$ cat src/sv/assert_macros.svh
// Assertion helpers
`ifndef ASSERT_MACROS_SVH
`define ASSERT_MACROS_SVH

`ifndef SYNTHESIS
`define ASSERT_PROP(name, clk, rst, prop, msg) \
   name: assert property (@(posedge clk) disable iff (rst) prop) else $error(msg);
`define ASSERT_NEVER(name, clk, rst, expr, msg) \
   name: assert property (@(posedge clk) disable iff (rst) !(expr)) else $error(msg);
`else
`define ASSERT_PROP(name, clk, rst, prop, msg)
`define ASSERT_NEVER(name, clk, rst, expr, msg)
`endif

`endif

$ cat src/sv/skst_pkg.sv
`timescale 1ns / 1ps
package skst_pkg;

   localparam int TABLE_DEPTH_DEF = 1024;
   localparam int KEY_W = 64;
   localparam int COUNT_W = 11;

   localparam logic [1:0] MODE_INSERT = 2'd0;
   localparam logic [1:0] MODE_QUERY  = 2'd1;
   localparam logic [1:0] MODE_CLEAR  = 2'd2;

   typedef struct packed {
      logic [1:0]       mode;
      logic [KEY_W-1:0] key;
   } req_type;

   typedef struct packed {
      logic               found;
      logic               dropped;
      logic [COUNT_W-1:0] entry_count;
   } rsp_type;

   typedef enum logic [2:0] {
      ST_IDLE,
      ST_SEARCH,
      ST_CMP,
      ST_SHIFT_RD,
      ST_SHIFT_WR,
      ST_PUT,
      ST_DONE
   } state_type;

   typedef struct packed {
      logic capture;
      logic search_upd;
      logic shift_rd;
      logic shift_wr;
      logic put;
   } ctrl_type;

   typedef struct packed {
      logic full;
      logic search_go;
      logic shift_go;
      logic is_insert;
   } status_type;

endpackage

$ cat src/sv/skst_fsm.sv
`timescale 1ns / 1ps
module skst_fsm (
   input  logic                 clock,
   input  logic                 reset,
   input  logic                 start,
   input  logic [1:0]           req_mode,
   input  skst_pkg::status_type status,
   output skst_pkg::ctrl_type   ctrl,
   output logic                 busy,
   output logic                 rsp_strobe
);
   import skst_pkg::*;

   state_type state_ff;
   state_type state_in;

   always_ff @(posedge clock) begin
      if (reset) begin
         state_ff <= ST_IDLE;
      end else begin
         state_ff <= state_in;
      end
   end

   always_comb begin
      state_in = state_ff;
      case (state_ff)
         ST_IDLE: begin
            if (start) begin
               case (req_mode)
                  MODE_QUERY:  state_in = ST_SEARCH;
                  MODE_INSERT: state_in = status.full ? ST_DONE : ST_SEARCH;
                  default:     state_in = ST_DONE;
               endcase
            end
         end
         ST_SEARCH: begin
            if (status.search_go) begin
               state_in = ST_CMP;
            end else if (status.is_insert) begin
               state_in = ST_SHIFT_RD;
            end else begin
               state_in = ST_DONE;
            end
         end
         ST_CMP:      state_in = ST_SEARCH;
         ST_SHIFT_RD: state_in = status.shift_go ? ST_SHIFT_WR : ST_PUT;
         ST_SHIFT_WR: state_in = ST_SHIFT_RD;
         ST_PUT:      state_in = ST_DONE;
         ST_DONE:     state_in = ST_IDLE;
         default:     state_in = ST_IDLE;
      endcase
   end

   always_comb begin
      ctrl            = '0;
      ctrl.capture    = (state_ff == ST_IDLE) && start;
      ctrl.search_upd = (state_ff == ST_CMP);
      ctrl.shift_rd   = (state_ff == ST_SHIFT_RD) && status.shift_go;
      ctrl.shift_wr   = (state_ff == ST_SHIFT_WR);
      ctrl.put        = (state_ff == ST_PUT);
      busy            = (state_ff != ST_IDLE);
      rsp_strobe      = (state_ff == ST_DONE);
   end

endmodule

$ cat config.mk
export PLATFORM = sky130hd
export DESIGN_NAME = skst_fsm
export DESIGN_NICKNAME = d
export VERILOG_FILES = /design/src/sv/assert_macros.svh /design/src/sv/skst_pkg.sv /design/src/sv/skst_fsm.sv
export SDC_FILE = /design/constraint.sdc
export NUM_CORES = 1
export LEC_CHECK = 0
export ABC_AREA = 0
export BUFFER_PORTS_ARGS = -buffer_cell sky130_fd_sc_hd__buf_2
export CELL_PAD_IN_SITES_DETAIL_PLACEMENT = 0
export CELL_PAD_IN_SITES_GLOBAL_PLACEMENT = 1
export CORE_AREA = 3 3 40 42
export DETAILED_ROUTE_END_ITERATION = 8
export DIE_AREA = 0 0 43 45
export GPL_ROUTABILITY_DRIVEN = 0
export HOLD_SLACK_MARGIN = 0.06
export PLACE_DENSITY_LB_ADDON = 0.3
export SYNTH_ARGS = -nofsm -noshare
export SYNTH_HDL_FRONTEND = slang
export SYNTH_SLANG_ARGS = --single-unit
$ cat constraint.sdc
create_clock -name clock -period 1.1 [get_ports clock]
set_input_delay 0.165 -clock clock [delete_from_list [all_inputs] [get_ports clock]]
set_output_delay 0.165 -clock clock [all_outputs]
set_load 0.01 [all_outputs]
# Word level (Yosys, flattened, before mapping)
# Cells that the tools add are included.
# op_classes
mux	7
reduce_logical	5
n_eq_ne	8
# op_table
operator	n
3-bit one-hot mux with 6 select lines	1
3-bit two-way mux	4
3-bit equality test, second input constant	3
3-bit by 2-bit equality test with 1-bit output, second input constant	2
3-bit one-hot mux with 2 select lines	1
3-bit by 1-bit equality test with 1-bit output, second input constant	1
3-bit zero test	1
3-bit nonzero test	1
2-bit by 1-bit equality test with 1-bit output, second input constant	1
1-bit logical AND	2
2-bit zero test	1
2-bit inequality test, second input constant	1
1-bit two-way mux	1
# word_totals
register_bits	3
elab_cells	21
output_inout_bits	7
in_bits	9

# Logic depth before layout (Yosys ltp)
# Gate-level depths: netlist of the first run.
# logic_depth
ltp_word	4
mapped_depth	4
depth_no_buf	3

# Worst setup path after synthesis of the first run
# No wires, ideal clock.
# synth_timing
path_kind	register to output
start	register state_ff[1]
end	output port ctrl[3] (netlist bit)
arrival_time_ns	0.891
path_slack_ns	0.044
path_buffers	1
stages_incl_launch_ff	3
path_cell_list	dfxtp_1 > buf_6 > nor3b_1
# synth_rtl
item	line_no	text
start: declaration	skst_fsm.sv:14	state_type state_ff;
start signal: assignment	skst_fsm.sv:21	state_ff <= state_in;
end: declaration	skst_fsm.sv:8	output skst_pkg::ctrl_type ctrl,

==> run_results.csv, run 1 <==
group,metric,value,unit
synthesis,ys_seq_area_share,20.43,%
synthesis,syn_area,294.0,um2
detailed_routing,drtIter0Drc,4,
timing,max_freq,796.7,MHz
final_layout,fin_util,39.44,%
detailed_routing,postRouteAntennaNets,0,
outcome,status,"complete, but fails checks",
critical_path,crit_path_top_delay_cell,"dfxtp_4",
critical_path,crit_buf_inv,2,
synthesis,synth.top_cells.by_count,"4 x nor2_1, 3 x dfxtp_1",
timing,rsz0062_at_grt,"true",
synthesis,synth_edf_count,0,
global_route,grt_start_max_net_pins,12,
timing,skew,0.006118,ns
final_layout,areaGrowthSynthToFinish,72.34,%
outcome,violations,"setup timing",
clock_tree,clk_latency,0.25,ns
critical_path,required,0.94,ns
final_layout,largest_reg_flops,3,
detailed_routing,drt_wl_total,877,um
power,p_leak,0.2473,nW
clock_tree,cts.clk_slew.worst_paths,0.04,ns
timing,slew_headroom,75.63,%
clock_tree,cts_tree,"yes",
power,ir_worst_vdd,0.6978,mV
timing,finalCriticalPeriod,1.255,ns
critical_path,crit_fanout,3,
synthesis,synth_top_cell_by_area,"dfxtp_1",
floorplan,dieArea,1935,um2
synthesis,postSynthCellCount,33,
power,power_density,1672,nW/um2
critical_path,critPathArrivalTime,1.09,ns
synthesis,avgSynthCellArea,8.910,um2
final_layout,diodes,0,
floorplan,coreArea,1285,um2
min_path,min_path_type,"in2reg",
global_route,grt_antenna_before_repair,0,
detailed_routing,route.detailed.drc,0,
job,max-cap-violations,0,
detailed_routing,wire_per_inst,11.85,um
clock_tree,holdBufCountCts,0,
critical_path,endpoint_kind,"output pin",
clock_tree,cts_root_buffer,"clkbuf_4",
placed_design,port-buffer-count,15,
floorplan,die_x,43,um
synthesis,synth-async-reset-ratio,0,%
synthesis,ys_types,22,
final_layout,largest_register,"state_ff",
critical_path,cpPeakStageDelay,0.34,ns
power,finalPower,0.8470,mW
final_layout,layout.nets,69,
final_layout,reg_top3,"state_ff: 3 flops",
floorplan,rows,13,
critical_path,crit_family,"flip-flops",
synthesis,syn_nets,42,
global_route,grt_overflow,0,
timing,maxSlewViolCount,0,
critical_path,worstPathCellList,"buf_6, nor3_4, and2_1, buf_2",
clock_tree,cts.path.max_buffers,2,
final_layout,stdcell_area,506.7,um2
detailed_routing,via_count,345,
clock_tree,cts_made_buffers,3,
critical_path,crit_path_start_kind,"register",
synthesis,yosysMostFrequentCell,"nor2_1",
synthesis,ys_seq_elements,3,
global_route,grtUsageTotal,10.91,%
synthesis,synth.top_cell.area_share,20.43,%
placed_design,dp_hpwl,556.4,um
floorplan,die_h,45,um
global_route,grt_pass1_wl,1442,um
timing,setup_slack,-0.1552,ns
detailed_routing,vias_per_cell,4.662,
placed_design,placed_cell_area,387.9,um2
floorplan,io_pins,16,
timing,fin_crit_sh,114.1,%
clock_tree,cts.htree.levels,1,
placed_design,place_ws,-0.03251,ns
floorplan,start_util,22.88,%
synthesis,synth_warnings,0,
synthesis,yosys-top-cells-area,"dfxtp_1 20%, o41ai_4 9.4%, buf_6 7.7%, nor3_2 6.8%, a21oi_4 5.5%",
timing,fin_setup_tns,-0.8545,ns
timing,setup-violations-final,10,
clock_tree,cts_num_sinks,3,
detailed_routing,drt-pass1-iter-count,3,
timing,hold_violations,0,
critical_path,critPathKind,"reg2out",
timing,tightest_slew,0.3643,ns
final_layout,drive_gt1_share,67.80,%
synthesis,ys.flop_type,"dfxtp_1",
global_route,grt_pass1_vias,351,
-- worst paths after layout --
kind / to / cells after the start / slack [ns] / start
setup / recovery: ctrl[4] / 4 / -0.16 / state_ff[2]$_SDFFE_PP0P_
hold / removal: state_ff[0]$_SDFFE_PP0P_ / 4 / 0.20 / reset
setup reg to reg: state_ff[0]$_SDFFE_PP0P_ / 4 / -0.04 / state_ff[1]$_SDFFE_PP0P_
hold reg to reg: state_ff[2]$_SDFFE_PP0P_ / 3 / 0.63 / state_ff[1]$_SDFFE_PP0P_
-- cell type report --
| cell class | instances | area (um2) |
|---|---|---|
| inverters | 1 | 3.754 |
| multi-input cells | 26 | 225.2 |
| well taps | 15 | 18.77 |
| fillers | 132 | 778.2 |
| flip-flops and latches | 3 | 71.32 |
| clock buffers | 4 | 26.28 |
| repair buffers | 25 | 161.4 |
-- per-layer routing --
layer	vias up	track usage (%)	share of wire, %
li1	174	-	-
met3	5	5.578	6.2
met2	9	18.86	53
met4	0	10.84	3.8
met1	157	8.675	36
met5	-	0	0
-- metrics by stage --
step / instances / hold WS, ns
6_report: 74 / 0.1983
5_1_grt: 74 / 0.2040
4_1_cts: 74 / 0.1858
3_5_place_dp: 64 / 0.4485
3_3_place_gp: 64 / 0.4507
2_1_floorplan: 33 / 0.3148
-- logic make-up after synthesis --
| logic type | synth area share, % |
|---|---|
| flops | 20.43 |
| simple gates | 36.60 |
| buf+inv | 11.49 |
| compound gates | 31.49 |
-- worst min-delay path: stages --
cell and delay [ns]:
buf_2 0.10, a21oi_4 0.04, o41ai_4 0.06, a21oi_2 0.04
-- cells in the final DEF, fill, tap and decap left out, drive strengths merged --
master	instances
a2111o	1
a21oi	3
a31oi	1
and2	1
and3b	1
and4b	1
buf	25
clkbuf	4
dfxtp	3
inv	1
nand2	2
nor2	4
nor2b	2
nor3	2
nor3b	2
nor4	1
o211ai	1
o21ai	2
o41ai	1
or2	1
-- where the power goes --
| part | total (mW) | leakage (nW) | internal, mW | switching, mW |
|---|---|---|---|---|
| sequential | 0.207 | 0.0267 | 0.144 | 0.0628 |
| combinational | 0.437 | 0.206 | 0.249 | 0.189 |
| clock | 0.203 | 0.0150 | 0.136 | 0.0668 |
| total | 0.847 | 0.247 | 0.529 | 0.318 |
-- timing repair --
action	in CTS	in global routing
buffers inserted	6	0
pin swaps	4	1
resized for setup	12	2
endpoints found under the setup margin	9	10
(Power assumes the default switching activity.)
==> run 2: changes to the inputs <==
CTS_BUF_LIST = sky130_fd_sc_hd__clkbuf_16   (was unset)
==> run 2 against run 1 <==
The run still ends with setup timing left. First-iteration DRC count up 25%. Die area unchanged. Sequential share of layout area down 0.82 points. Total power up 38%. Clock skew down 0.0040 ns. Utilization up 2.4 points. Worst setup slack better by 0.027 ns. Via count down 2.0%. Final cell count down 2.7%. Non-clock buffer count down 2. Sequential cell count unchanged. Register-to-register slack about the same. Critical path type unchanged. Largest cell class unchanged.
==> run_results.csv, run 2 (synthesis gave the netlist of run 1 again) <==
group,metric,value,unit
critical_path,endpoint_kind,"output pin",
final_layout,final-seq-area,71.32,um2
critical_path,critPathLaunch,"state_ff[2]$_SDFFE_PP0P_",
timing,finalCriticalPeriod,1.228,ns
detailed_routing,drt-pass1-iter-count,4,
global_route,grtUsageTotal,9.409,%
global_route,grt_pass1_vias,329,
critical_path,crit_path_start_kind,"register",
final_layout,drive_gt1_share,66.67,%
critical_path,required,0.94,ns
placed_design,dp_hpwl,556.4,um
timing,setup-violations-final,10,
detailed_routing,vias_per_cell,4.694,
clock_tree,cts_tree,"yes",
timing,rsz0062_at_grt,"true",
power,clockPowerShare,48.3,%
min_path,hp-start,"reset",
placed_design,port-buffer-count,15,
final_layout,final_cell_mix,"15 x buf_2, 6 x buf_4, 4 x nor2_1, 3 x clkbuf_16, 3 x dfxtp_4",
final_layout,areaGrowthSynthToFinish,82.98,%
global_route,met2_usage,15.57,%
timing,setup_slack,-0.1280,ns
power,pwr-share-comb,33.8,%
timing,skew,0.002158,ns
global_route,grt_util_met1,9.157,%
critical_path,critPathArrivalTime,1.06,ns
final_layout,layout_commonest_cell,"buf_2",
power,p_sw,0.3373,mW
final_layout,multi_input_area,222.7,um2
global_route,gr-usage-met3,6.773,%
placed_design,place_ws,-0.03251,ns
global_route,busiest_layer,"met2",
min_path,min_path_type,"in2reg",
critical_path,critPathKind,"reg2out",
floorplan,die_h,45,um
critical_path,crit_fanout,3,
power,seq_power_share,17.8,%
clock_tree,cts.htree.levels,1,
power,power_density,2174,nW/um2
critical_path,r2r-start,"state_ff[1]$_SDFFE_PP0P_",
floorplan,die_x,43,um
floorplan,rows,13,
floorplan,io_pins,16,
clock_tree,holdBufCountCts,0,
final_layout,nFillCells,127,
timing,hold_violations,0,
clock_tree,cts_num_sinks,3,
global_route,grt_start_max_net_pins,12,
job,max-cap-violations,0,
clock_tree,cts.clk_slew.worst_paths,0.03,ns
clock_tree,cts_made_buffers,3,
final_layout,diodes,0,
detailed_routing,drt_wl_total,775,um
detailed_routing,route.detailed.drc,0,
global_route,grt_pass1_wl,1304,um
clock_tree,clk_latency,0.22,ns
power,p_leak,0.2636,nW
detailed_routing,via_count,338,
power,p_int,0.8324,mW
global_route,grt_antenna_before_repair,0,
floorplan,coreArea,1285,um2
timing,fin_setup_tns,-0.6094,ns
timing,tightest_slew,0.3493,ns
power,p_sw_share,28.83,%
final_layout,reg_top3,"state_ff: 3 flops",
final_layout,largest_reg_flops,3,
detailed_routing,drtIter0Drc,5,
floorplan,start_util,22.88,%
timing,maxSlewViolCount,0,
outcome,violations,"setup timing",
timing,slew_headroom,76.63,%
timing,fin_crit_sh,111.6,%
outcome,status,"complete, but fails checks",
detailed_routing,wire_per_inst,10.76,um
floorplan,dieArea,1935,um2
clock_tree,cts.path.max_buffers,2,
detailed_routing,postRouteAntennaNets,0,
global_route,grt_overflow,0,
final_layout,largest_register,"state_ff",
final_layout,layout.nets,67,
clock_tree,cts_root_buffer,"clkbuf_16",
power,ir_worst_vdd,1.358,mV
timing,max_freq,814.4,MHz
-- run 2: cell types whose count changed in the layout (fill, tap and decap cells not counted) --
cell	change
or2_2	+1
clkbuf_16	+3
inv_1	+1
buf_4	-1
clkbuf_4	-3
clkbuf_1	-1
buf_6	-1
or2_4	-1
-- run 2: power groups by stage --
stage | Sequential (mW) | Clock, mW | Combinational, mW
floorplan | 0.160 | 0 | 0.251
global placement | 0.196 | 0 | 0.314
detailed placement | 0.195 | 0 | 0.311
CTS | 0.209 | 0.573 | 0.397
global route | 0.214 | 0.593 | 0.438
finish | 0.209 | 0.565 | 0.396
-- run 2: worst paths after layout --
path	end	slack [ns]	cells after the start
max	ctrl[4]	-0.13	4
min	state_ff[0]$_SDFFE_PP0P_	0.21	4
max reg2reg	state_ff[2]$_SDFFE_PP0P_	-0.04	3
min reg2reg	state_ff[0]$_SDFFE_PP0P_	0.64	2
-- run 2: critical path, stage by stage, from the launching register on --
cell	delay, ns
dfxtp_4	0.34
buf_6	0.11
nor3_4	0.12
and2_1	0.14
buf_2	0.12
-- run 2: repair_timing --
item	in CTS	in global routing
gates resized for setup	12	0
pin swaps	2	0
endpoints found under the setup margin	9	10
buffers inserted	4	0
-- run 2: through the flow --
step | util, % | std cells | total power, mW | hold WS, ns | instance area [um2]
final | 41.87 | 72 | 1.170 | 0.2114 | 538.0
after global routing | 41.87 | 72 | 1.245 | 0.2284 | 538.0
after CTS | 41.87 | 72 | 1.179 | 0.2115 | 538.0
after detailed placement | 30.19 | 64 | 0.5069 | 0.4485 | 387.9
after global placement | 30.19 | 64 | 0.5097 | 0.4507 | 387.9
after floorplan | - | 33 | 0.4115 | 0.3148 | 294.0
-- run 2: cell type report --
class	count	area share (%)
Clock buffer	3	13.95
Clock inverter	1	0.6977
Inverter	1	0.6977
Multi-Input combinational cell	26	41.40
Sequential cell	3	13.26
Tap cell	15	3.488
Timing Repair Buffer	23	26.51
-- run 2: layer usage --
layer | vias to the layer above | share of wire [%]
met2 | 15 | 48
met4 | 0 | 0
li1 | 171 | -
met1 | 152 | 42
met3 | 0 | 9.9
met5 | - | 0
