[src/sv/assert_macros.svh]
// Assertion helpers
`ifndef ASSERT_MACROS_SVH
`define ASSERT_MACROS_SVH

`ifndef SYNTHESIS
`define ASSERT_PROP(name, clk, rst, prop, msg) \
   name: assert property (@(posedge clk) disable iff (rst) prop) else $error(msg);
`define ASSERT_NEVER(name, clk, rst, expr, msg) \
   name: assert property (@(posedge clk) disable iff (rst) !(expr)) else $error(msg);
`else
`define ASSERT_PROP(name, clk, rst, prop, msg)
`define ASSERT_NEVER(name, clk, rst, expr, msg)
`endif

`endif

[src/sv/skst_pkg.sv]
`timescale 1ns / 1ps
package skst_pkg;

   localparam int TABLE_DEPTH_DEF = 1024;
   localparam int KEY_W = 64;
   localparam int COUNT_W = 11;

   localparam logic [1:0] MODE_INSERT = 2'd0;
   localparam logic [1:0] MODE_QUERY  = 2'd1;
   localparam logic [1:0] MODE_CLEAR  = 2'd2;

   typedef struct packed {
      logic [1:0]       mode;
      logic [KEY_W-1:0] key;
   } req_type;

   typedef struct packed {
      logic               found;
      logic               dropped;
      logic [COUNT_W-1:0] entry_count;
   } rsp_type;

   typedef enum logic [2:0] {
      ST_IDLE,
      ST_SEARCH,
      ST_CMP,
      ST_SHIFT_RD,
      ST_SHIFT_WR,
      ST_PUT,
      ST_DONE
   } state_type;

   typedef struct packed {
      logic capture;
      logic search_upd;
      logic shift_rd;
      logic shift_wr;
      logic put;
   } ctrl_type;

   typedef struct packed {
      logic full;
      logic search_go;
      logic shift_go;
      logic is_insert;
   } status_type;

endpackage

[src/sv/skst_datapath.sv]
`timescale 1ns / 1ps
module skst_datapath #(
   parameter int TABLE_DEPTH = skst_pkg::TABLE_DEPTH_DEF
) (
   input  logic                           clock,
   input  logic                           reset,
   input  skst_pkg::req_type              req_item,
   input  skst_pkg::ctrl_type             ctrl,
   input  logic [skst_pkg::KEY_W-1:0]     rd_data,
   output logic                           we,
   output logic [$clog2(TABLE_DEPTH)-1:0] waddr,
   output logic [skst_pkg::KEY_W-1:0]     wdata,
   output logic [$clog2(TABLE_DEPTH)-1:0] raddr,
   output skst_pkg::status_type           status,
   output skst_pkg::rsp_type              rsp_item
);
   import skst_pkg::*;

   localparam int AW = $clog2(TABLE_DEPTH);
   localparam int CW = $clog2(TABLE_DEPTH + 1);

   logic [KEY_W-1:0] key_ff, key_in;
   logic             is_insert_ff, is_insert_in;
   logic [CW-1:0]    lo_ff, lo_in;
   logic [CW-1:0]    hi_ff, hi_in;
   logic [CW-1:0]    ptr_ff, ptr_in;
   logic [CW-1:0]    count_ff, count_in;
   logic             found_ff, found_in;
   logic             dropped_ff, dropped_in;

   logic [CW-1:0]    mid;
   logic [CW-1:0]    ptr_m1;
   logic             full;
   logic             key_gt, key_lt, key_eq, go_right;

   assign mid    = lo_ff + ((hi_ff - lo_ff) >> 1);
   assign ptr_m1 = ptr_ff - CW'(1);
   assign full   = (count_ff == CW'(TABLE_DEPTH));

   // shared comparator: stored entry against search key
   assign key_gt   = (rd_data > key_ff);
   assign key_lt   = (rd_data < key_ff);
   assign key_eq   = (rd_data == key_ff);
   assign go_right = is_insert_ff ? !key_gt : key_lt;

   always_ff @(posedge clock) begin
      if (reset) begin
         count_ff <= '0;
      end else begin
         count_ff <= count_in;
      end
   end

   always_ff @(posedge clock) begin
      key_ff       <= key_in;
      is_insert_ff <= is_insert_in;
      lo_ff        <= lo_in;
      hi_ff        <= hi_in;
      ptr_ff       <= ptr_in;
      found_ff     <= found_in;
      dropped_ff   <= dropped_in;
   end

   always_comb begin
      key_in       = key_ff;
      is_insert_in = is_insert_ff;
      lo_in        = lo_ff;
      hi_in        = hi_ff;
      ptr_in       = ptr_ff;
      count_in     = count_ff;
      found_in     = found_ff;
      dropped_in   = dropped_ff;
      if (ctrl.capture) begin
         key_in       = req_item.key;
         is_insert_in = (req_item.mode == MODE_INSERT);
         lo_in        = '0;
         hi_in        = count_ff;
         ptr_in       = count_ff;
         found_in     = 1'b0;
         dropped_in   = (req_item.mode == MODE_INSERT) && full;
         if (req_item.mode == MODE_CLEAR) begin
            count_in = '0;
         end
      end
      if (ctrl.search_upd) begin
         if (go_right) begin
            lo_in = mid + CW'(1);
         end else begin
            hi_in = mid;
         end
         if (!is_insert_ff && key_eq) begin
            found_in = 1'b1;
         end
      end
      if (ctrl.shift_wr) begin
         ptr_in = ptr_m1;
      end
      if (ctrl.put) begin
         count_in = count_ff + CW'(1);
      end
   end

   assign raddr = ctrl.shift_rd ? ptr_m1[AW-1:0] : mid[AW-1:0];
   assign we    = ctrl.shift_wr || ctrl.put;
   assign waddr = ctrl.shift_wr ? ptr_ff[AW-1:0] : lo_ff[AW-1:0];
   assign wdata = ctrl.shift_wr ? rd_data : key_ff;

   always_comb begin
      status           = '0;
      status.full      = full;
      status.search_go = (lo_ff < hi_ff);
      status.shift_go  = (ptr_ff > lo_ff);
      status.is_insert = is_insert_ff;
   end

   always_comb begin
      rsp_item             = '0;
      rsp_item.found       = found_ff;
      rsp_item.dropped     = dropped_ff;
      rsp_item.entry_count = COUNT_W'(count_ff);
   end

endmodule

[config.mk]
export PLATFORM = sky130hd
export DESIGN_NAME = skst_datapath
export DESIGN_NICKNAME = d
export VERILOG_FILES = /design/src/sv/assert_macros.svh /design/src/sv/skst_pkg.sv /design/src/sv/skst_datapath.sv
export SDC_FILE = /design/constraint.sdc
export NUM_CORES = 1
export LEC_CHECK = 0
export BUFFER_PORTS_ARGS = -buffer_cell sky130_fd_sc_hd__buf_2
export CORE_AREA = 5 5 184 186
export CTS_BUF_LIST = sky130_fd_sc_hd__clkbuf_8
export CTS_CLUSTER_DIAMETER = 60
export DETAILED_ROUTE_END_ITERATION = 10
export DIE_AREA = 0 0 189 191
export PLACE_DENSITY = 0.49
export SLEW_MARGIN = 25
export SYNTH_ARGS = -nofsm -noshare
export SYNTH_HDL_FRONTEND = slang
export SYNTH_SLANG_ARGS = --single-unit
[constraint.sdc]
create_clock -name clock -period 5.2 [get_ports clock]
set_input_delay 0.26 -clock clock [delete_from_list [all_inputs] [get_ports clock]]
set_output_delay 0.26 -clock clock [all_outputs]
set_load 0.1 [all_outputs]
======== Yosys cells after proc, flatten, opt, wreduce, memory -nomap -nowiden ========
Index checks and enable logic that the tools add are counted.
word-level totals
  register bits ........................... 111
  input port bits ......................... 137
operators by class
  add/subtract/negate cells ............... 5
  magnitude comparators ................... 4
  equality and inequality tests ........... 3
  mux-type cells .......................... 18
  reduce and logical (&&, ||, !) cells .... 10
operators by type and width
  cell                                                                  number
  11-bit 2-to-1 mux                                                     11
  64-bit == test                                                        1
  64-bit greater-than comparator                                        1
  64-bit < comparator                                                   1
  64-bit 2-to-1 mux                                                     1
  11-bit by 1-bit adder with 11-bit output, second input constant       2
  10-bit 2-to-1 mux                                                     2
  11-bit by 10-bit adder with 11-bit output                             1
  11-bit == test, second input constant                                 1
  11-bit greater-than comparator                                        1
  11-bit < comparator                                                   1
  11-bit by 1-bit subtractor with 11-bit output, second input constant  1
  11-bit subtractor                                                     1
  2-bit nonzero test                                                    3
  1-bit 2-to-1 mux                                                      4
  2-bit == test, second input constant                                  1
  1-bit logical AND                                                     2
  1-bit logical NOT                                                     2
  2-bit logical NOT                                                     1
  2-bit AND reduction                                                   1
  1-bit logical OR                                                      1

======== Depth between registers and ports, before layout ========
Gate-level depths: netlist of the first run.
  word-level depth ........................ 5
  gate-level depth with buffers ........... 21

======== Worst setup path after synthesis of the first run ========
Ideal clock, no wire load.
  path kind ............................... flip-flop to output port
  start point ............................. reg lo_ff[0]
  end point ............................... out raddr[9]
  slack ................................... 0.274 ns
  arrival ................................. 4.666 ns
  path buffers ............................ 0
  stages on the path, launching flop included .. 18
  cell sequence ........................... dfxtp_1 > ha_1 > inv_1 > fa_1 > a21o_1 > a21oi_1 > o21ai_0 > a21oi_1 > o21bai_1 > a21oi_1 > nor4b_1 > a311o_1 > ha_1 > inv_1 > or3_1 > mux2i_1 > nor3_1 > a21oi_1
between the ends
  cells in the longest elaborated chain, start to end .. 3
RTL lines
  element                                      RTL line              text
  start: declaration                           skst_datapath.sv:24   logic [CW-1:0] lo_ff, lo_in;
  start signal: assignment                     skst_datapath.sv:57   lo_ff <= lo_in;
  11-bit subtractor                            skst_datapath.sv:36   assign mid = lo_ff + ((hi_ff - lo_ff) >> 1);
  11-bit by 10-bit adder with 11-bit output *  skst_datapath.sv:36
  10-bit 2-to-1 mux *                          skst_datapath.sv:103  assign raddr = ctrl.shift_rd ? ptr_m1[AW-1:0] : mid[AW-1:0];
  end: declaration                             skst_datapath.sv:13   output logic [$clog2(TABLE_DEPTH)-1:0] raddr,
Mark *: on every way between the ends. The rest lies on a longest branch, timed or not.

======== Worst setup path in the final report of the first run ========
Ends and elaborated chain as after synthesis.

==> reports/results.txt, run 1 <==
fraction of layout cells with a size suffix above 1 - 24.3%
Worst Reg-to-Reg Cells - 18
Final Cycle Share - 92.1%
nets - 1,381
GRT Util Overall - 13.9%
synthesized area - 7920 um^2
Crit path arrival time - 4.53 ns
Max H-tree Level - 3
Crit path max-delay family - compound AO/OA/AOI/OAI gates
Post-synth top cells - 100 x ha_1, 92 x inv_1, 89 x nand2_1, 87 x o21ai_0, 77 x edfxtp_1
crit start category - flip-flop
DRC - 0
CTS tree - yes
Net Count, Synth - 1,109
CP endpoint - raddr[9]
Crit Path Max Fanout - 6
drt total wl - 25.4 mm
WP depth - 17
top cells by area, synth - edfxtp_1 29%, ha_1 16%, dfxtp_1 8.6%, o21ai_0 5.5%, inv_1 4.4%
top-count cell post-synth - ha_1
GPL Wtd Cong - 0.830
Leakage - 0.00478 uW
Switching Fraction - 57.7%
clock skew - 0.0132 ns
Post-synth EDFFs - 77
CP Data Required Time - 4.94 ns
Final Hold Vio Count - 0
Worst Path Buf+Inv - 3
clock latency at the later pin of the worst-skew pair - 0.41 ns
max-cap violations - 0
status - finished clean
reg2reg end - lo_ff[10]
TritonRoute pass-1 iters - 4
fin area - 10,200 um^2
Clock Path Buffers - 2
final setup vio count - 0
cell mode on critical path - a21oi_1
fraction of registers with async set/reset - 0%
initial detailed-routing violation count - 279
DP HPWL - 20.1 mm
ys flop type - edfxtp_1
RSZ-0062 raised after global routing - false
Logic pwr share - 72.3%
CP Launch Point - lo_ff[0]
Slew headroom - 45.4%
Die Area - 36,100 um^2
CTS Buf Count - 9
DIE WIDTH - 189 um
sequential share of power - 19.2%
Hold WC Path Type - primary input to flip-flop
Int Pwr - 2550 uW
CTS root buffer - clkbuf_8
first-pass GRT wire length - 39.5 mm
Max Slew Vio Count - 0
Worst Min Path Start - req_item[6]
CP max-delay cell - o311ai_0
Post-Syn Instances - 870
DR WL/cell - 16.3 um
Worst-Margin Slew - 0.818 ns
Area after DPL - 9490 um^2
I/O Buffers - 238
floorplan core area - 32,100 um^2
Clock power frac - 8.5%
setup bufs post-CTS - 0
largest net degree at the start of global routing - 63
r2r startpoint - lo_ff[0]
IO Count - 239
#FFs+latches synth - 111
Psw - 3470 uW
GRT overflow - 0
Peak VDD IR - 719 uV
Sink Count - 111
Avg Inst Size Synth - 9.10 um^2
top cell type's share of synthesized area - 29.2%
Warnings, synthesis - 0
vias - 7,127
sequential-to-total area share from yosys stat - 37.8%
initial antenna violation count - 4
worst setup path class - flip-flop to output port
Final ANT Viol Nets - 0
Cell Chain, Critical Path - ha_1 -> inv_1 -> fa_1 -> a21o_1 -> a21oi_1 -> o21ai_0 -> a21oi_1 -> o21bai_1 -> a21oi_1 -> nor4b_1 -> a311o_1 -> ha_1 -> inv_1 -> o311ai_0 -> nor3_1 -> a21oi_1 -> buf_2
Yosys top cell by area - edfxtp_1
Core Rows - 66
Final Total Pwr - 6020 uW
height of the die - 191 um
via/cell ratio - 4.57
FMAX - 209 MHz
P per Cell Area - 588 nW/um^2
Setup TNS - 0 ns
vias in the first global route - 7,230
Slowest Stage Delay on Critical Path - 0.48 ns
Worst Setup End Kind - output port
min cycle time layout - 4.79 ns
Netlist cell types - 52
Worst-path clk slew - 0.11 ns
Initial Utilization - 24.7%
worst reg-to-reg setup slack - 1.04 ns
Area Growth Syn to Fin - 29.3%
-- layer usage --
metal | GRT usage [%] | up-vias | routed length [um]
met3 | 2.23 | 37 | 1040
met1 | 17.8 | 3294 | 11700
met4 | 5.18 | 2 | 626
met2 | 23.5 | 154 | 12100
li1 | - | 3640 | -
met5 | 0 | - | 7
-- sequential cells by signal (all words and copies together), names as in the netlist --
name,count
key_ff,64
found_ff,1
ptr_ff,11
dropped_ff,1
count_ff,11
is_insert_ff,1
lo_ff,11
hi_ff,11
-- cells in the final DEF (no fill, tap or decap), types with 12 or more instances in the layout --
cell             n
nand3_1         19
xnor2_1         23
mux2i_1         24
dlygate4sd3_1   56
nor3_1          12
buf_2          236
mux2_2          15
a21oi_1         55
nand4_1         24
inv_1           92
o21ai_0         87
nand2b_1        12
ha_1           100
nor2_1          47
a21o_1          22
nand2_1         89
dfxtp_1         34
edfxtp_1        77
-- repair_timing --
action / in CTS / in global routing
setup endpoints to repair: 0 / 1
hold buffers: 56 / 0
endpoints found under the hold margin: 56 / 0
gates resized for setup: 0 / 1
-- power by group through the flow --
stage / registers (uW) / clock network, uW / logic (uW)
after global placement: 1180 / 0 / 4290
final: 1160 / 512 / 4350
after floorplan: 1160 / 0 / 3440
after CTS: 1160 / 548 / 4350
after global routing: 1170 / 572 / 4730
after detailed placement: 1180 / 0 / 4290
-- worst min path at each step --
stage,end,depth (start not counted)
3_5_place_dp,key_ff[3],1
6_report,key_ff[6],1
3_3_place_gp,key_ff[2],1
2_1_floorplan,count_ff[5],1
4_1_cts,key_ff[6],1
5_1_grt,key_ff[16],1
-- cell type report --
cell class                      instances  area (um^2)
Tap cell                              408          510
Clock buffer                            9          124
Fill cell                            3408        21900
Clock inverter                          7         46.3
Sequential cell                       111         2990
Antenna cell                            3         7.51
Inverter                               92          345
Timing Repair Buffer                  298         1790
Multi-Input combinational cell        630         4430
-- cells by family after synthesis --
| logic type | Yosys count | share of synthesized area [%] |
|---|---|---|
| and+or+nand+nor | 247 | 15.1 |
| AOI/OAI and AO/OA | 207 | 15.4 |
| buffers and inverters | 129 | 6.40 |
| DFF | 111 | 37.8 |
| adders and majority gates | 102 | 16.3 |
| muxes | 39 | 5.17 |
| xor gates and xnor gates | 35 | 3.87 |
-- through the flow --
stage | hold WS, ns | setup slack (ns) | std cells | utilization [%]
4_1_cts | 0.000851 | 0.383 | 1555 | 31.8
2_1_floorplan | 0.329 | 0.274 | 870 | -
3_3_place_gp | 0.437 | 0.908 | 1483 | 29.6
6_report | 0.0332 | 0.411 | 1558 | 31.9
3_5_place_dp | 0.438 | 0.874 | 1483 | 29.6
5_1_grt | 0.0110 | 0.00357 | 1558 | 31.9
Note: power is estimated with default switching activity, not from simulation.
==> run 2: changes to the inputs <==
--- a/config.mk
+++ b/config.mk
@@ -5,13 +5,13 @@
 export SDC_FILE = /design/constraint.sdc
 export NUM_CORES = 1
 export LEC_CHECK = 0
-export BUFFER_PORTS_ARGS = -buffer_cell sky130_fd_sc_hd__buf_2
 export CORE_AREA = 5 5 184 186
 export CTS_BUF_LIST = sky130_fd_sc_hd__clkbuf_8
 export CTS_CLUSTER_DIAMETER = 60
 export DETAILED_ROUTE_END_ITERATION = 10
 export DIE_AREA = 0 0 189 191
-export PLACE_DENSITY = 0.49
+export DONT_BUFFER_PORTS = 1
+export PLACE_DENSITY = 0.42
 export SLEW_MARGIN = 25
 export SYNTH_ARGS = -nofsm -noshare
 export SYNTH_HDL_FRONTEND = slang
==> reports/results.txt, run 2 (synthesis results as in run 1) <==
GRT overflow - 0
Clock Path Buffers - 2
clock latency at the later pin of the worst-skew pair - 0.43 ns
drt total wl - 25.4 mm
CTS root buffer - clkbuf_8
commonest non-fill, non-tap cell in the layout - ha_1
via/cell ratio - 4.76
min cycle time layout - 4.73 ns
Slew headroom - 24.9%
GPL Wtd Cong - 0.791
DR WL/cell - 18.7 um
TritonRoute pass-1 iters - 4
CTS Buf Count - 9
Peak VDD IR - 607 uV
Final Hold Vio Count - 0
Setup TNS - 0 ns
Worst-Margin Slew - 1.13 ns
Area Growth Syn to Fin - 26.1%
reg2reg end - lo_ff[10]
final setup vio count - 0
crit start category - flip-flop
initial detailed-routing violation count - 222
I/O Buffers - 0
Crit path arrival time - 4.47 ns
most frequent cells in the layout - 100 x ha_1, 93 x inv_1, 89 x nand2_1, 77 x edfxtp_1, 71 x dlygate4sd3_1
IO Count - 239
fraction of layout cells with a size suffix above 1 - 15.6%
Die Area - 36,100 um^2
Fillers - 3,326
nets - 1,184
GRT Util Overall - 14.0%
Core Rows - 66
number of diodes - 0
CP endpoint - raddr[9]
Area after DPL - 8980 um^2
P per Cell Area - 622 nW/um^2
Worst-path clk slew - 0.13 ns
Sink Count - 111
height of the die - 191 um
setup bufs post-CTS - 0
Crit Path Max Fanout - 6
vias in the first global route - 6,639
RSZ-0062 raised after global routing - false
status - finished clean
CP Launch Point - lo_ff[0]
Max Slew Vio Count - 0
FMAX - 211 MHz
Largest register FFs - 64
DIE WIDTH - 189 um
Finished Core Util - 31.1%
CTS tree - yes
worst setup path class - flip-flop to output port
Final ANT Viol Nets - 0
clock skew - 0.0167 ns
largest net degree at the start of global routing - 171
Max H-tree Level - 3
DRC - 0
first-pass GRT wire length - 38.9 mm
Initial Utilization - 24.7%
initial antenna violation count - 0
Worst Reg-to-Reg Cells - 18
worst reg-to-reg setup slack - 0.95 ns
Hold WC Path Type - primary input to flip-flop
fin area - 9990 um^2
Final Cycle Share - 91.1%
r2r startpoint - lo_ff[0]
Worst Setup End Kind - output port
DP HPWL - 19.2 mm
max-cap violations - 0
floorplan core area - 32,100 um^2
Largest Register - key_ff
Leakage - 0.00419 uW
CP Data Required Time - 4.94 ns
vias - 6,467
## run 2: cell types whose count changed in the layout (fill, tap and decap cells not counted), sizes merged
cell         change
dlygate4sd3     +15
diode            -3
buf            -212
clkinvlp         -2
clkinv           -1
bufinv           +3
## run 2: cell type report
| type | instances | area (um^2) | area share [%] |
|---|---|---|---|
| timing repair buffer | 101 | 956 | 9.57 |
| tap | 408 | 510 | 5.11 |
| clock inverter | 7 | 111 | 1.11 |
| sequential | 111 | 2990 | 30.0 |
| clock buffer | 9 | 124 | 1.24 |
| inverter | 92 | 345 | 3.46 |
| multi-input combinational | 630 | 4950 | 49.5 |
## run 2: worst min-delay path by stage
stage	startpoint	slack, ns	to	cells after the start
2_1_floorplan	reset	0.33	count_ff[5]	1
3_3_place_gp	reset	0.33	count_ff[2]	1
3_5_place_dp	reset	0.34	count_ff[2]	1
4_1_cts	ctrl[4]	0.01	lo_ff[8]	2
5_1_grt	ctrl[4]	0.03	lo_ff[8]	2
6_report	ctrl[4]	0.07	lo_ff[8]	2
## run 2: where the power goes
group	internal (uW)	switching, uW
logic	1350	3030
clock network	318	349
registers	1080	87.2
total	2750	3460
## run 2: stage by stage
stage / hold slack [ns] / power, uW / std cells / worst slack (ns)
after floorplan: 0.329 / 4600 / 870 / 0.274
after detailed placement: 0.336 / 5500 / 1270 / 0.999
after global placement: 0.335 / 5480 / 1270 / 1.08
after global routing: 0.0285 / 6660 / 1358 / 0.00984
final: 0.0674 / 6210 / 1358 / 0.465
after CTS: 0.0149 / 6270 / 1358 / 0.450
## run 2: worst max-delay path: stages, from the launching register on
cell and delay [ns]:
dfxtp_1 0.45, ha_1 0.21, inv_1 0.06, fa_1 0.41, a21o_1 0.19, a21oi_1 0.22
o21ai_0 0.11, a21oi_1 0.23, o21bai_1 0.10, a21oi_1 0.26, nor4b_1 0.08, a311o_1 0.28
ha_1 0.34, inv_1 0.11, o311ai_0 0.47, nor3_1 0.11, a21oi_2 0.12, buf_4 0.30
## run 2: layer usage
metal / part of all wire [%] / vias to the layer above / GRT usage (%)
met1: 43 / 3002 / 16.8
met3: 6.0 / 36 / 3.80
met2: 48 / 173 / 24.1
met5: 0 / - / 0
li1: - / 3256 / -
met4: 2.8 / 0 / 5.18
## run 2: what timing repair did
item | in CTS | in global routing
hold buffers | 72 | 0
endpoints found under the hold margin | 141 | 0
resized for setup | 0 | 0
==> run 3: changes to the inputs <==
--- a/config.mk
+++ b/config.mk
@@ -5,6 +5,7 @@
 export SDC_FILE = /design/constraint.sdc
 export NUM_CORES = 1
 export LEC_CHECK = 0
+export CAP_MARGIN = 40
 export CORE_AREA = 5 5 184 186
 export CTS_BUF_LIST = sky130_fd_sc_hd__clkbuf_8
 export CTS_CLUSTER_DIAMETER = 60
@@ -12,6 +13,7 @@
 export DIE_AREA = 0 0 189 191
 export DONT_BUFFER_PORTS = 1
 export PLACE_DENSITY = 0.42
+export RECOVER_POWER = 50
 export SLEW_MARGIN = 25
 export SYNTH_ARGS = -nofsm -noshare
 export SYNTH_HDL_FRONTEND = slang
==> constraint.sdc (replaced) <==
create_clock -name clock -period 5.6 [get_ports clock]
set_input_delay 0.28 -clock clock [delete_from_list [all_inputs] [get_ports clock]]
set_output_delay 0.28 -clock clock [all_outputs]
set_load 0.1 [all_outputs]
==> reports/results.txt, run 3 (synthesis results as in run 1) <==
DRC - 0
DP HPWL - 19.3 mm
via/cell ratio - 4.67
Hold WC Path Type - primary input to flip-flop
GPL Wtd Cong - 0.786
Largest register FFs - 64
crit start category - flip-flop
IO Count - 239
worst setup path class - flip-flop to output port
first-pass GRT wire length - 38.9 mm
Final Total Pwr - 5750 uW
failing checks - max-capacitance violations, max-slew violations
Leakage - 0.00452 uW
dpl ws - 1.35 ns
TritonRoute pass-1 iters - 4
vias - 6,532
Final Hold Vio Count - 0
Crit Path Max Fanout - 6
largest net degree at the start of global routing - 171
fraction of layout cells with a size suffix above 1 - 19.0%
Logic pwr share - 72.4%
Die Area - 36,100 um^2
most frequent cells in the layout - 100 x ha_1, 92 x inv_1, 89 x nand2_1, 77 x edfxtp_1, 70 x dlygate4sd3_1
min cycle time layout - 4.72 ns
FMAX - 212 MHz
Worst-Margin Slew - 4.01 ns
initial antenna violation count - 0
nets - 1,225
WHS - 0.0555 ns
Clock power frac - 8.9%
clock latency at the later pin of the worst-skew pair - 0.43 ns
P per Cell Area - 537 nW/um^2
Worst Setup End Kind - output port
DIE WIDTH - 189 um
Clock Path Buffers - 2
Int Pwr - 2490 uW
CP Data Required Time - 5.32 ns
Largest Register - key_ff
CTS tree - yes
number of diodes - 0
Core Rows - 66
max-cap violations - 3
Final Cycle Share - 84.2%
Area after DPL - 9820 um^2
# resized after CTS - 0
clock skew - 0.0114 ns
Final ANT Viol Nets - 0
drt total wl - 25.2 mm
vias in the first global route - 6,700
height of the die - 191 um
I/O Buffers - 0
GRT Util Overall - 14.0%
Worst-path clk slew - 0.12 ns
Crit path arrival time - 4.44 ns
initial detailed-routing violation count - 279
CTS root buffer - clkbuf_8
DR WL/cell - 18.0 um
floorplan core area - 32,100 um^2
CTS Buf Count - 9
sequential share of power - 18.7%
commonest non-fill, non-tap cell in the layout - ha_1
Peak VDD IR - 546 uV
GRT overflow - 0
final setup vio count - 0
r2r startpoint - lo_ff[0]
RSZ-0062 raised after global routing - false
worst setup margin - 0.884 ns
CP Launch Point - lo_ff[0]
Switching Fraction - 56.7%
Worst Min Path Start - ctrl[0]
Slew headroom - -168%
Sink Count - 111
Psw - 3260 uW
status - finished with violations
fin area - 10,700 um^2
Max H-tree Level - 3
Setup TNS - 0 ns
Initial Utilization - 24.7%
Max Slew Vio Count - 77
Area Growth Syn to Fin - 35.2%
[run 3: cell types whose count changed in the layout (fill, tap and decap cells not counted), moves of 3 or more]
cell / delta
o21ai_2: +6
a21oi_2: -5
buf_16: +11
a21oi_4: +5
buf_8: +34
bufinv_16: -3
buf_4: -5
o21ai_4: -6
[run 3: through the flow]
stage / utilization (%) / std cells
floorplan: - / 870
global placement: 27.3 / 1266
detailed placement: 30.6 / 1312
CTS: 33.4 / 1399
global route: 33.3 / 1399
finish: 33.3 / 1399
[run 3: worst paths after layout]
| kind | to | slack, ns | depth (start not counted) |
|---|---|---|---|
| worst max register to register | lo_ff[10] | 1.39 | 18 |
| worst min-delay path | count_ff[8] | 0.06 | 2 |
| worst min register to register | lo_ff[10] | 0.49 | 2 |
| worst max-delay path | raddr[9] | 0.88 | 18 |
[run 3: timing repair]
action | 4_1_cts | 5_1_grt
endpoints found under the setup margin | 0 | 0
hold buffers | 71 | 0
endpoints found under the hold margin | 139 | 0
setup buffers | 0 | 0
[run 3: critical path: stages, from the launching register on]
cell and delay, ns:
dfxtp_1 0.46, ha_1 0.21, inv_1 0.06, fa_1 0.40, a21o_1 0.18, a21oi_1 0.23
o21ai_0 0.12, a21oi_1 0.23, o21bai_1 0.10, a21oi_1 0.26, nor4b_1 0.08, a311o_1 0.28
ha_1 0.33, inv_1 0.11, or3_1 0.31, mux2i_1 0.17, nor3_1 0.09, a21oi_2 0.12
buf_4 0.30
[run 3: power by group through the flow]
| stage | combinational (uW) | sequential (uW) | clock [uW] |
|---|---|---|---|
| floorplan | 3200 | 1080 | 0 |
| detailed placement | 4120 | 1090 | 0 |
| finish | 4160 | 1080 | 512 |
| global placement | 3950 | 1100 | 0 |
| global route | 4520 | 1090 | 580 |
| CTS | 4200 | 1070 | 552 |
[run 3: routing by layer]
layer	up-vias	GRT usage, %	share of wire [%]
met2	158	23.8	48
met1	3005	16.7	43
met4	0	5.35	3.1
met5	-	0	0
met3	29	4.04	5.8
li1	3340	-	-
[run 3: area by class of cell]
| type | count | area, um^2 |
|---|---|---|
| Clock buffer | 9 | 124 |
| Clock inverter | 7 | 66.3 |
| Fill cell | 3239 | 21400 |
| Inverter | 92 | 345 |
| Multi-Input combinational cell | 630 | 4940 |
| Sequential cell | 111 | 2990 |
| Tap cell | 408 | 510 |
| Timing Repair Buffer | 142 | 1730 |
